<file path="config.mk">
export PLATFORM = sky130hd
export DESIGN_NAME = sorted_timer_event_queue_flat
export DESIGN_NICKNAME = d
export VERILOG_FILES = /design/src/hw/rtl/steq_pkg.sv /design/src/hw/rtl/steq_if.sv /design/src/hw/rtl/steq_cell.sv /design/src/hw/rtl/steq_ctrl.sv /design/src/hw/rtl/sorted_timer_event_queue.sv /design/src/flat_wrapper.sv
export SDC_FILE = /design/constraint.sdc
export NUM_CORES = 2
export LEC_CHECK = 0
export BUFFER_PORTS_ARGS = -buffer_cell sky130_fd_sc_hd__buf_2
export CAP_MARGIN = 20
export CORE_UTILIZATION = 45
export DETAILED_ROUTE_END_ITERATION = 10
export PLACE_DENSITY = 0.67
export SLEW_MARGIN = 20
export SYNTH_ARGS = -nofsm -noshare
export SYNTH_HDL_FRONTEND = slang
export SYNTH_SLANG_ARGS = --single-unit
export TNS_END_PERCENT = 1
</file>
<file path="constraint.sdc">
create_clock -name clk -period 17.4 [get_ports clk]
set_clock_uncertainty 0.2 [all_clocks]
set_input_delay 2.61 -clock clk [delete_from_list [all_inputs] [get_ports clk]]
set_output_delay 2.61 -clock clk [all_outputs]
set_load 0.02 [all_outputs]
</file>
<file path="src/hw/rtl/steq_pkg.sv">
`default_nettype none

package steq_pkg;

  // Fixed field widths
  localparam int TIME_W   = 31;
  localparam int CMD_W    = 3;
  localparam int STATUS_W = 2;

  // Defaults for the top-level parameters
  localparam int DEPTH_DEF        = 16;
  localparam int LISTENER_IDS_DEF = 256;

  // Command codes
  localparam logic [CMD_W-1:0] CMD_INSERT     = 3'd0;
  localparam logic [CMD_W-1:0] CMD_REMOVE     = 3'd1;
  localparam logic [CMD_W-1:0] CMD_REMOVE_ALL = 3'd2;
  localparam logic [CMD_W-1:0] CMD_POP        = 3'd3;
  localparam logic [CMD_W-1:0] CMD_CLEAR      = 3'd4;

  // Result status codes
  localparam logic [STATUS_W-1:0] STAT_DONE      = 2'd0;
  localparam logic [STATUS_W-1:0] STAT_NOT_FOUND = 2'd1;
  localparam logic [STATUS_W-1:0] STAT_FULL      = 2'd2;
  localparam logic [STATUS_W-1:0] STAT_EMPTY     = 2'd3;

  // Per-cycle operation broadcast to every cell
  localparam int CELL_OP_W = 3;
  localparam logic [CELL_OP_W-1:0] CELL_HOLD   = 3'd0;
  localparam logic [CELL_OP_W-1:0] CELL_INSERT = 3'd1;
  localparam logic [CELL_OP_W-1:0] CELL_POP    = 3'd2;
  localparam logic [CELL_OP_W-1:0] CELL_MARK   = 3'd3;
  localparam logic [CELL_OP_W-1:0] CELL_SCAN   = 3'd4;
  localparam logic [CELL_OP_W-1:0] CELL_SORT   = 3'd5;

  typedef struct packed {
    logic [CELL_OP_W-1:0] op;
    logic                 odd_round;  // odd-even sort phase
    logic                 allow;      // a match may still be removed
    logic                 exact;      // match on time as well as listener
  } cell_ctl_t;

endpackage

`default_nettype wire

</file>
<file path="src/hw/rtl/steq_if.sv">
`default_nettype none

// Command channel
interface steq_in_if #(
  parameter int LIS_W = $clog2(steq_pkg::LISTENER_IDS_DEF)
);
  logic                         valid;
  logic                         ready;
  logic [steq_pkg::CMD_W-1:0]   cmd;
  logic [steq_pkg::TIME_W-1:0]  due_time;
  logic [LIS_W-1:0]             listener_id;

  modport source(output valid, cmd, due_time, listener_id, input ready);
  modport sink(input valid, cmd, due_time, listener_id, output ready);
endinterface

// Result channel
interface steq_out_if #(
  parameter int LIS_W = $clog2(steq_pkg::LISTENER_IDS_DEF),
  parameter int CNT_W = $clog2(steq_pkg::DEPTH_DEF + 1)
);
  logic                           valid;
  logic                           ready;
  logic [steq_pkg::STATUS_W-1:0]  status;
  logic                           head_valid;
  logic [steq_pkg::TIME_W-1:0]    head_time;
  logic [LIS_W-1:0]               head_listener;
  logic [CNT_W-1:0]               entry_count;

  modport source(output valid, status, head_valid, head_time, head_listener, entry_count,
                 input ready);
  modport sink(input valid, status, head_valid, head_time, head_listener, entry_count,
               output ready);
endinterface

`default_nettype wire

</file>
<file path="src/hw/rtl/steq_cell.sv">
`default_nettype none

module steq_cell #(
  parameter int DEPTH = steq_pkg::DEPTH_DEF,
  parameter int LIS_W = $clog2(steq_pkg::LISTENER_IDS_DEF),
  parameter int IDX   = 0,
  localparam int CNT_W = $clog2(DEPTH + 1)
) (
  input  wire logic                        clk,
  input  wire logic                        rst_n,
  input  wire steq_pkg::cell_ctl_t         ctl,
  input  wire logic [steq_pkg::TIME_W-1:0] key_time,
  input  wire logic [LIS_W-1:0]            key_lis,
  input  wire logic [CNT_W-1:0]            count,
  // neighbor below (toward the head)
  input  wire logic [steq_pkg::TIME_W-1:0] lo_time,
  input  wire logic [LIS_W-1:0]            lo_lis,
  input  wire logic                        lo_lt,
  input  wire logic                        lo_live,
  input  wire logic                        lo_tok,
  // neighbor above (toward the tail)
  input  wire logic [steq_pkg::TIME_W-1:0] up_time,
  input  wire logic [LIS_W-1:0]            up_lis,
  input  wire logic                        up_live,
  // own state toward the neighbors
  output logic [steq_pkg::TIME_W-1:0]      slot_time,
  output logic [LIS_W-1:0]                 slot_lis,
  output logic                             lt,
  output logic                             live,
  output logic                             tok,
  output logic                             kill
);

  localparam logic ODD_IDX = 1'(IDX % 2);
  localparam logic FIRST   = (IDX == 0);

  logic [steq_pkg::TIME_W-1:0] time_r, time_nxt;
  logic [LIS_W-1:0]            lis_r, lis_nxt;
  logic                        live_r, live_nxt;
  logic                        tok_r, tok_nxt;
  logic                        occ;
  logic                        match;

  assign occ   = CNT_W'(IDX) < count;
  assign lt    = occ && (time_r < key_time);
  assign match = live_r && (lis_r == key_lis) && (!ctl.exact || (time_r == key_time));
  assign kill  = (ctl.op == steq_pkg::CELL_SCAN) && tok_r && match && ctl.allow;

  assign slot_time = time_r;
  assign slot_lis  = lis_r;
  assign live      = live_r;
  assign tok       = tok_r;

  // Next state of this slot
  always_comb begin
    time_nxt = time_r;
    lis_nxt  = lis_r;
    live_nxt = live_r;
    tok_nxt  = 1'b0;
    case (ctl.op)
      steq_pkg::CELL_INSERT: begin
        // entries before the insert point stay, the rest move up one
        if (!lt) begin
          if (lo_lt) begin
            time_nxt = key_time;
            lis_nxt  = key_lis;
          end else begin
            time_nxt = lo_time;
            lis_nxt  = lo_lis;
          end
        end
      end
      steq_pkg::CELL_POP: begin
        time_nxt = up_time;
        lis_nxt  = up_lis;
      end
      steq_pkg::CELL_MARK: begin
        live_nxt = occ;
        tok_nxt  = FIRST;
      end
      steq_pkg::CELL_SCAN: begin
        // token walks toward the tail, one slot a cycle
        tok_nxt = lo_tok;
        if (kill) begin
          live_nxt = 1'b0;
        end
      end
      steq_pkg::CELL_SORT: begin
        // odd-even transposition: dead slots bubble toward the tail
        if (ODD_IDX == ctl.odd_round) begin
          if (!live_r && up_live) begin
            time_nxt = up_time;
            lis_nxt  = up_lis;
            live_nxt = 1'b1;
          end
        end else if (!lo_live && live_r) begin
          live_nxt = 1'b0;
        end
      end
      default: begin
      end
    endcase
  end

  always_ff @(posedge clk) begin
    time_r <= time_nxt;
    lis_r  <= lis_nxt;
  end

  always_ff @(posedge clk) begin
    if (!rst_n) begin
      live_r <= 1'b0;
      tok_r  <= 1'b0;
    end else begin
      live_r <= live_nxt;
      tok_r  <= tok_nxt;
    end
  end

endmodule

`default_nettype wire

</file>
<file path="src/hw/rtl/steq_ctrl.sv">
`default_nettype none

module steq_ctrl #(
  parameter int DEPTH = steq_pkg::DEPTH_DEF,
  parameter int LIS_W = $clog2(steq_pkg::LISTENER_IDS_DEF),
  localparam int CNT_W = $clog2(DEPTH + 1)
) (
  input  wire logic                        clk,
  input  wire logic                        rst_n,
  steq_in_if.sink                          in_chan,
  steq_out_if.source                       out_chan,
  output steq_pkg::cell_ctl_t              ctl,
  output logic [steq_pkg::TIME_W-1:0]      key_time,
  output logic [LIS_W-1:0]                 key_lis,
  output logic [CNT_W-1:0]                 count,
  input  wire logic                        kill_any,
  input  wire logic [steq_pkg::TIME_W-1:0] head_time,
  input  wire logic [LIS_W-1:0]            head_lis
);

  localparam int STEP_W = $clog2(DEPTH);
  localparam logic [STEP_W-1:0] LAST_STEP = STEP_W'(DEPTH - 1);
  localparam logic [CNT_W-1:0]  FULL_CNT  = CNT_W'(DEPTH);

  localparam logic [2:0] S_IDLE = 3'd0;
  localparam logic [2:0] S_EXEC = 3'd1;
  localparam logic [2:0] S_SCAN = 3'd2;
  localparam logic [2:0] S_SORT = 3'd3;
  localparam logic [2:0] S_FIN  = 3'd4;

  logic [2:0]                    state_r, state_nxt;
  logic [STEP_W-1:0]             step_r, step_nxt;
  logic [steq_pkg::CMD_W-1:0]    cmd_r, cmd_nxt;
  logic [steq_pkg::TIME_W-1:0]   key_time_r, key_time_nxt;
  logic [LIS_W-1:0]              key_lis_r, key_lis_nxt;
  logic [CNT_W-1:0]              count_r, count_nxt;
  logic [steq_pkg::STATUS_W-1:0] status_r, status_nxt;
  logic                          found_r, found_nxt;
  logic                          out_valid_r, out_valid_nxt;
  logic [steq_pkg::STATUS_W-1:0] out_status_r;
  logic                          out_head_valid_r;
  logic [steq_pkg::TIME_W-1:0]   out_head_time_r;
  logic [LIS_W-1:0]              out_head_lis_r;
  logic [CNT_W-1:0]              out_count_r;
  logic                          in_beat;
  logic                          out_load;

  assign in_chan.ready = (state_r == S_IDLE);
  assign in_beat       = in_chan.valid && in_chan.ready;
  assign out_load      = (state_r == S_FIN) && (!out_valid_r || out_chan.ready);

  assign key_time = key_time_r;
  assign key_lis  = key_lis_r;
  assign count    = count_r;

  // Sequencer
  always_comb begin
    state_nxt     = state_r;
    step_nxt      = step_r;
    cmd_nxt       = cmd_r;
    key_time_nxt  = key_time_r;
    key_lis_nxt   = key_lis_r;
    count_nxt     = count_r;
    status_nxt    = status_r;
    found_nxt     = found_r;
    ctl.op        = steq_pkg::CELL_HOLD;
    ctl.odd_round = step_r[0];
    ctl.exact     = (cmd_r == steq_pkg::CMD_REMOVE);
    ctl.allow     = !((cmd_r == steq_pkg::CMD_REMOVE) && found_r);
    case (state_r)
      S_IDLE: begin
        if (in_beat) begin
          cmd_nxt      = in_chan.cmd;
          key_time_nxt = in_chan.due_time;
          key_lis_nxt  = in_chan.listener_id;
          state_nxt    = S_EXEC;
        end
      end
      S_EXEC: begin
        status_nxt = steq_pkg::STAT_DONE;
        state_nxt  = S_FIN;
        case (cmd_r)
          steq_pkg::CMD_INSERT: begin
            if (count_r == FULL_CNT) begin
              status_nxt = steq_pkg::STAT_FULL;
            end else begin
              ctl.op    = steq_pkg::CELL_INSERT;
              count_nxt = count_r + CNT_W'(1);
            end
          end
          steq_pkg::CMD_REMOVE, steq_pkg::CMD_REMOVE_ALL: begin
            ctl.op     = steq_pkg::CELL_MARK;
            status_nxt = steq_pkg::STAT_NOT_FOUND;
            found_nxt  = 1'b0;
            step_nxt   = '0;
            state_nxt  = S_SCAN;
          end
          steq_pkg::CMD_POP: begin
            if (count_r == '0) begin
              status_nxt = steq_pkg::STAT_EMPTY;
            end else begin
              ctl.op    = steq_pkg::CELL_POP;
              count_nxt = count_r - CNT_W'(1);
            end
          end
          steq_pkg::CMD_CLEAR: begin
            count_nxt = '0;
          end
          default: begin
          end
        endcase
      end
      S_SCAN: begin
        ctl.op = steq_pkg::CELL_SCAN;
        if (kill_any) begin
          count_nxt  = count_r - CNT_W'(1);
          found_nxt  = 1'b1;
          status_nxt = steq_pkg::STAT_DONE;
        end
        if (step_r == LAST_STEP) begin
          step_nxt  = '0;
          state_nxt = S_SORT;
        end else begin
          step_nxt = step_r + STEP_W'(1);
        end
      end
      S_SORT: begin
        ctl.op = steq_pkg::CELL_SORT;
        if (step_r == LAST_STEP) begin
          step_nxt  = '0;
          state_nxt = S_FIN;
        end else begin
          step_nxt = step_r + STEP_W'(1);
        end
      end
      S_FIN: begin
        if (out_load) begin
          state_nxt = S_IDLE;
        end
      end
      default: begin
        state_nxt = S_IDLE;
      end
    endcase
  end

  // Result register valid
  always_comb begin
    out_valid_nxt = out_valid_r;
    if (out_chan.ready) begin
      out_valid_nxt = 1'b0;
    end
    if (out_load) begin
      out_valid_nxt = 1'b1;
    end
  end

  always_ff @(posedge clk) begin
    if (!rst_n) begin
      state_r     <= S_IDLE;
      step_r      <= '0;
      count_r     <= '0;
      found_r     <= 1'b0;
      out_valid_r <= 1'b0;
    end else begin
      state_r     <= state_nxt;
      step_r      <= step_nxt;
      count_r     <= count_nxt;
      found_r     <= found_nxt;
      out_valid_r <= out_valid_nxt;
    end
  end

  always_ff @(posedge clk) begin
    cmd_r      <= cmd_nxt;
    key_time_r <= key_time_nxt;
    key_lis_r  <= key_lis_nxt;
    status_r   <= status_nxt;
    if (out_load) begin
      out_status_r     <= status_r;
      out_head_valid_r <= (count_r != '0);
      out_head_time_r  <= (count_r != '0) ? head_time : '0;
      out_head_lis_r   <= (count_r != '0) ? head_lis : '0;
      out_count_r      <= count_r;
    end
  end

  assign out_chan.valid         = out_valid_r;
  assign out_chan.status        = out_status_r;
  assign out_chan.head_valid    = out_head_valid_r;
  assign out_chan.head_time     = out_head_time_r;
  assign out_chan.head_listener = out_head_lis_r;
  assign out_chan.entry_count   = out_count_r;

  // Checks
  a_count_bound: assert property (@(posedge clk) disable iff (!rst_n)
    count_r <= FULL_CNT)
    else $error("entry count above depth");

  a_kill_in_scan: assert property (@(posedge clk) disable iff (!rst_n)
    kill_any |-> (state_r == S_SCAN))
    else $error("slot removed outside the scan");

  a_exact_once: assert property (@(posedge clk) disable iff (!rst_n)
    ((state_r == S_SCAN) && (cmd_r == steq_pkg::CMD_REMOVE) && found_r) |-> !kill_any)
    else $error("exact remove took out more than one slot");

  a_load_shows: assert property (@(posedge clk) disable iff (!rst_n)
    out_load |=> (out_valid_r && (state_r == S_IDLE)))
    else $error("result load lost");

endmodule

`default_nettype wire

</file>
<file path="src/hw/rtl/sorted_timer_event_queue.sv">
// Sorted timer queue: up to DEPTH (time, listener) entries held in a row of cells in
// ascending time order, cell 0 the head. Every command beat yields one result beat with
// status, head entry and count. Insert, pop, clear and unused codes go from accept
// through an execute state to the result (insert and pop shift the whole row at once).
// Both removes first let a token walk the row one cell a cycle marking matches, then
// DEPTH rounds of odd-even transposition between neighbor cells close the gaps. A new
// command is taken as soon as the result is in the output register, while that result
// still waits for the sink.
`default_nettype none

module sorted_timer_event_queue #(
  parameter int DEPTH        = steq_pkg::DEPTH_DEF,
  parameter int LISTENER_IDS = steq_pkg::LISTENER_IDS_DEF
) (
  input  wire logic  clk,
  input  wire logic  rst_n,
  steq_in_if.sink    in_chan,
  steq_out_if.source out_chan
);

  localparam int LIS_W = $clog2(LISTENER_IDS);
  localparam int CNT_W = $clog2(DEPTH + 1);

  steq_pkg::cell_ctl_t         ctl;
  logic [steq_pkg::TIME_W-1:0] key_time;
  logic [LIS_W-1:0]            key_lis;
  logic [CNT_W-1:0]            count;
  logic [steq_pkg::TIME_W-1:0] time_w [DEPTH];
  logic [LIS_W-1:0]            lis_w  [DEPTH];
  logic [DEPTH-1:0]            lt_w;
  logic [DEPTH-1:0]            live_w;
  logic [DEPTH-1:0]            tok_w;
  logic [DEPTH-1:0]            kill_w;

  steq_ctrl #(
    .DEPTH (DEPTH),
    .LIS_W (LIS_W)
  ) u_ctrl (
    .clk       (clk),
    .rst_n     (rst_n),
    .in_chan   (in_chan),
    .out_chan  (out_chan),
    .ctl       (ctl),
    .key_time  (key_time),
    .key_lis   (key_lis),
    .count     (count),
    .kill_any  (|kill_w),
    .head_time (time_w[0]),
    .head_lis  (lis_w[0])
  );

  // Row of slot cells, each wired to its two neighbors
  for (genvar gi = 0; gi < DEPTH; gi++) begin : g_cell
    logic [steq_pkg::TIME_W-1:0] lo_time, up_time;
    logic [LIS_W-1:0]            lo_lis, up_lis;
    logic                        lo_lt, lo_live, lo_tok, up_live;

    if (gi == 0) begin : g_lo_end
      // head end: insert lands here, never a sort partner below
      assign lo_time = '0;
      assign lo_lis  = '0;
      assign lo_lt   = 1'b1;
      assign lo_live = 1'b1;
      assign lo_tok  = 1'b0;
    end else begin : g_lo
      assign lo_time = time_w[gi-1];
      assign lo_lis  = lis_w[gi-1];
      assign lo_lt   = lt_w[gi-1];
      assign lo_live = live_w[gi-1];
      assign lo_tok  = tok_w[gi-1];
    end

    if (gi == DEPTH - 1) begin : g_up_end
      // tail end: nothing moves in from above
      assign up_time = '0;
      assign up_lis  = '0;
      assign up_live = 1'b0;
    end else begin : g_up
      assign up_time = time_w[gi+1];
      assign up_lis  = lis_w[gi+1];
      assign up_live = live_w[gi+1];
    end

    steq_cell #(
      .DEPTH (DEPTH),
      .LIS_W (LIS_W),
      .IDX   (gi)
    ) u_cell (
      .clk       (clk),
      .rst_n     (rst_n),
      .ctl       (ctl),
      .key_time  (key_time),
      .key_lis   (key_lis),
      .count     (count),
      .lo_time   (lo_time),
      .lo_lis    (lo_lis),
      .lo_lt     (lo_lt),
      .lo_live   (lo_live),
      .lo_tok    (lo_tok),
      .up_time   (up_time),
      .up_lis    (up_lis),
      .up_live   (up_live),
      .slot_time (time_w[gi]),
      .slot_lis  (lis_w[gi]),
      .lt        (lt_w[gi]),
      .live      (live_w[gi]),
      .tok       (tok_w[gi]),
      .kill      (kill_w[gi])
    );
  end

endmodule

`default_nettype wire

</file>
<file path="src/flat_wrapper.sv">
// flat-port wrapper written by rule: the top's interface ports become plain ports
module sorted_timer_event_queue_flat 
#(
  parameter int DEPTH        = steq_pkg::DEPTH_DEF,
  parameter int LISTENER_IDS = steq_pkg::LISTENER_IDS_DEF
)
  (clk, rst_n, in_chan_valid, in_chan_cmd, in_chan_due_time, in_chan_listener_id, in_chan_ready, out_chan_valid, out_chan_status, out_chan_head_valid, out_chan_head_time, out_chan_head_listener, out_chan_entry_count, out_chan_ready);
  steq_in_if in_chan_i ();
  steq_out_if out_chan_i ();
  input  wire logic clk;
  input  wire logic rst_n;
  input wire logic [$bits(in_chan_i.valid)-1:0] in_chan_valid;
  input wire logic [$bits(in_chan_i.cmd)-1:0] in_chan_cmd;
  input wire logic [$bits(in_chan_i.due_time)-1:0] in_chan_due_time;
  input wire logic [$bits(in_chan_i.listener_id)-1:0] in_chan_listener_id;
  output wire logic [$bits(in_chan_i.ready)-1:0] in_chan_ready;
  output wire logic [$bits(out_chan_i.valid)-1:0] out_chan_valid;
  output wire logic [$bits(out_chan_i.status)-1:0] out_chan_status;
  output wire logic [$bits(out_chan_i.head_valid)-1:0] out_chan_head_valid;
  output wire logic [$bits(out_chan_i.head_time)-1:0] out_chan_head_time;
  output wire logic [$bits(out_chan_i.head_listener)-1:0] out_chan_head_listener;
  output wire logic [$bits(out_chan_i.entry_count)-1:0] out_chan_entry_count;
  input wire logic [$bits(out_chan_i.ready)-1:0] out_chan_ready;
  assign in_chan_i.valid = in_chan_valid;
  assign in_chan_i.cmd = in_chan_cmd;
  assign in_chan_i.due_time = in_chan_due_time;
  assign in_chan_i.listener_id = in_chan_listener_id;
  assign in_chan_ready = in_chan_i.ready;
  assign out_chan_valid = out_chan_i.valid;
  assign out_chan_status = out_chan_i.status;
  assign out_chan_head_valid = out_chan_i.head_valid;
  assign out_chan_head_time = out_chan_i.head_time;
  assign out_chan_head_listener = out_chan_i.head_listener;
  assign out_chan_entry_count = out_chan_i.entry_count;
  assign out_chan_i.ready = out_chan_ready;
  sorted_timer_event_queue #(.DEPTH(DEPTH), .LISTENER_IDS(LISTENER_IDS)) u_core (.clk(clk), .rst_n(rst_n), .in_chan(in_chan_i), .out_chan(out_chan_i));
endmodule
</file>
==> results.toml <==
[floorplan]
start_util_pct = 45.4
fp.dieH_um = 339
dieWidth_um = 339
rows = 123
core-area_mm2 = 0.113
io_pins = 95
die-area_mm2 = 0.115

[clocking]
cts_tree = "done"
postCtsSetupBuffers = 0
cts-root-buf = "clkbuf_16"
cts_max_path_buffers = 3
postCtsResizedCells = 0
ctsHoldBuffers = 0
htreeDepth = 3
cts.clk_slew.worst_paths_ps = 60
clock_latency_ps = 690
clock-sinks = 761
cts_made_buffers = 88

[power]
swShare_pct = 29.0
switchingPower_uw = 1400
internal_power_uw = 3440
ir_drop_mv = 0.0676
p_comb_share_pct = 16.1
power_leakage_uw = 0.0229
power_frac_clock_pct = 39.0
powerDensity_mw_per_mm2 = 86.7
finalPower_uw = 4840
seqPwrFrac_pct = 44.9

[sta]
slew_violations = 0
rsz0062_at_grt = "false"
max_freq_mhz = 162
max_slew_margin_pct = 17.6
fin_crit_sh_pct = 35.5
setup_violations = 0
layout_min_cycle_time_ps = 6170
tns_ps = 0
worst_pin_slew_ps = 1240
hold_viol_final = 0
worst_slack_ps = 11230

[worst_setup_path]
rrSetupSlack_ps = 11230
endpoint_kind = "register"
arrival_ps = 6400
crit_required_ps = 17630
ff2ff_path_depth = 10
cp-start-kind = "register"
setup.worst_path.class = "reg -> reg"
reg2reg_from = "u_core.u_ctrl.count[3]"
cp_max_fo = 174
r2r_end = "u_core.g_cell[4].u_cell.slot_time[17]"

[yosys]
synth_top_family_by_area = "compound AO/OA/AOI/OAI gates"
syn_area_mm2 = 0.0511
ys_seq_area_share_pct = 43.8
synth-edff-count = 715
avgSynthCellArea_um2 = 10.1
yosys.area_share.xor_xnor_pct = 2.21
synthFlopType = "edfxtp_1"
synth-async-reset-ratio_pct = 0
yosys.area_share.simple_pct = 15.7
synthAdderAreaFrac_pct = 12.3
yosysWarnings = 0
synth.area.mux_share_pct = 3.95
synth_fp_nets = 5618
synth_cell_type_count = 77
synth_cells = 5071
synth_seq_cells = 761
synth_compound_area_share_pct = 18.1

[finish]
area_growth_pct = 9.09
fin_nets = 5501
layout_common_cells = "edfxtp_1, ha_1, nand3_1"
layout_commonest_cell = "edfxtp_1"
drive_gt1_share_pct = 8.51
design_area_mm2 = 0.0558
fillCellCount = 10200

[placement]
port_buffers = 94
dp_hpwl_um = 129000
postPlaceCellArea_mm2 = 0.0529
place_congestion = 0.993
dp_slack_ps = 11380

[grt]
grt_pass1_vias = 42100
track_usage_pct = 31.7
grt_pass1_wl_um = 276000
grt_max_degree = 191
grt_overflow = 0
antenna_found_initial = 7

[worst_hold_path]
hold_start = "u_core.u_ctrl.status_r[1]"
whs_path_depth = 0
holdCritPathClass = "reg -> reg"
min_to = "u_core.u_ctrl.out_chan.status[1]"

[routing]
ant_nets = 0
avgRoutedWirePerCell_um = 28.8
drt_iter0_drc = 5565
firstDrtPassIters = 7
routed-via-count = 44000
drcViolationCount = 0
viasPerCell = 6.73
wirelength_um = 188000

[run_status]
status = "complete, no violations"

[run]
cap_violations = 0
## sequential cells by signal (all words and copies together) (netlist names)
signal / flops
u_core.g_cell.u_cell.live: 16
u_core.u_ctrl.cmd_r: 3
u_core.u_ctrl.out_chan.head_time: 31
u_core.u_ctrl.out_chan.valid: 1
u_core.u_ctrl.found_r: 1
u_core.g_cell.u_cell.slot_lis: 128
u_core.u_ctrl.out_chan.head_listener: 8
u_core.u_ctrl.key_lis: 8
u_core.u_ctrl.state_r: 3
u_core.u_ctrl.out_chan.status: 2
u_core.u_ctrl.out_chan.head_valid: 1
u_core.g_cell.u_cell.tok: 16
u_core.u_ctrl.count: 5
u_core.u_ctrl.step_r: 4
u_core.u_ctrl.key_time: 31
u_core.u_ctrl.status_r: 2
u_core.g_cell.u_cell.slot_time: 496
u_core.u_ctrl.out_chan.entry_count: 5
## stage by stage
step                hold WS, ps  util [%]  cells
floorplan                   200         -   5071
global placement            222      47.0   6363
detailed placement          225      47.0   6363
CTS                         239      49.5   6526
global route                243      49.5   6527
finish                      236      49.5   6528
## worst max path at each step
stage,from,endpoint
floorplan,out_chan_ready,u_core.u_ctrl.out_chan.entry_count[0]
global placement,u_core.u_ctrl.count[2],u_core.g_cell[2].u_cell.slot_time[17]
detailed placement,u_core.u_ctrl.count[0],u_core.g_cell[4].u_cell.slot_time[17]
CTS,u_core.u_ctrl.count[3],u_core.g_cell[4].u_cell.slot_time[17]
global route,u_core.u_ctrl.count[2],u_core.g_cell[9].u_cell.slot_time[18]
finish,u_core.u_ctrl.count[3],u_core.g_cell[4].u_cell.slot_time[17]
## kinds of logic (layout without fill, tap and decap cells)
kind of cell | after synthesis | count (layout)
and+or+nand+nor | 1670 | 1670
AOI/OAI and AO/OA | 1337 | 1337
DFF | 761 | 761
adders and majority gates | 501 | 501
buffers and inverters | 471 | 427
muxes | 202 | 202
xor gates and xnor gates | 129 | 129
other | 0 | 1
## per-layer routing
metal	global-route usage, %	vias to the layer above	part of all wire, %
li1	-	19200	-
met1	40.6	21300	38
met2	49.4	2868	44
met3	7.30	566	11
met4	17.8	8	6.0
met5	0	-	0.029
## critical path, cell delays in order (launching register included)
cell,delay (ps)
dfxtp_1,720
nor3_2,220
and2_1,280
nor4_4,250
buf_4,590
or2_4,550
buf_4,860
buf_12,660
buf_4,750
nor2_2,280
a221o_1,370
## power by group through the flow
stage / logic, uW / registers [uW] / clock network [uW]
3_3_place_gp: 736 / 2200 / 0
5_1_grt: 841 / 2180 / 1960
2_1_floorplan: 514 / 2170 / 0
6_report: 780 / 2170 / 1890
3_5_place_dp: 758 / 2210 / 0
4_1_cts: 761 / 2170 / 1900
## cell type report
cell class | count | area (um2) | share of cell area (%)
inverters | 64 | 240 | 0.431
diodes | 1 | 2.50 | 0.00449
well taps | 1500 | 1880 | 3.36
clock inverters | 47 | 385 | 0.691
repair buffers | 200 | 1320 | 2.37
flip-flops and latches | 761 | 22400 | 40.1
clock buffers | 116 | 2430 | 4.36
multi-input cells | 3839 | 27100 | 48.6
## synth_stat cells (104+ instances only)
cell | count | area share (%)
a31oi_1 | 104 | 1.3
a21o_1 | 209 | 3.1
nand4_1 | 111 | 1.4
ha_1 | 501 | 12
buf_2 | 138 | 1.4
nand2_1 | 484 | 3.6
a221o_1 | 189 | 3.7
nor2_1 | 267 | 2.0
a2bb2oi_1 | 114 | 2.0
a21oi_1 | 235 | 2.3
edfxtp_1 | 715 | 42
clkbuf_1 | 233 | 1.7
o21ai_0 | 317 | 3.1
nand3_1 | 490 | 4.8
mux2i_1 | 202 | 4.0
Note: power is estimated with default switching activity, not from simulation.
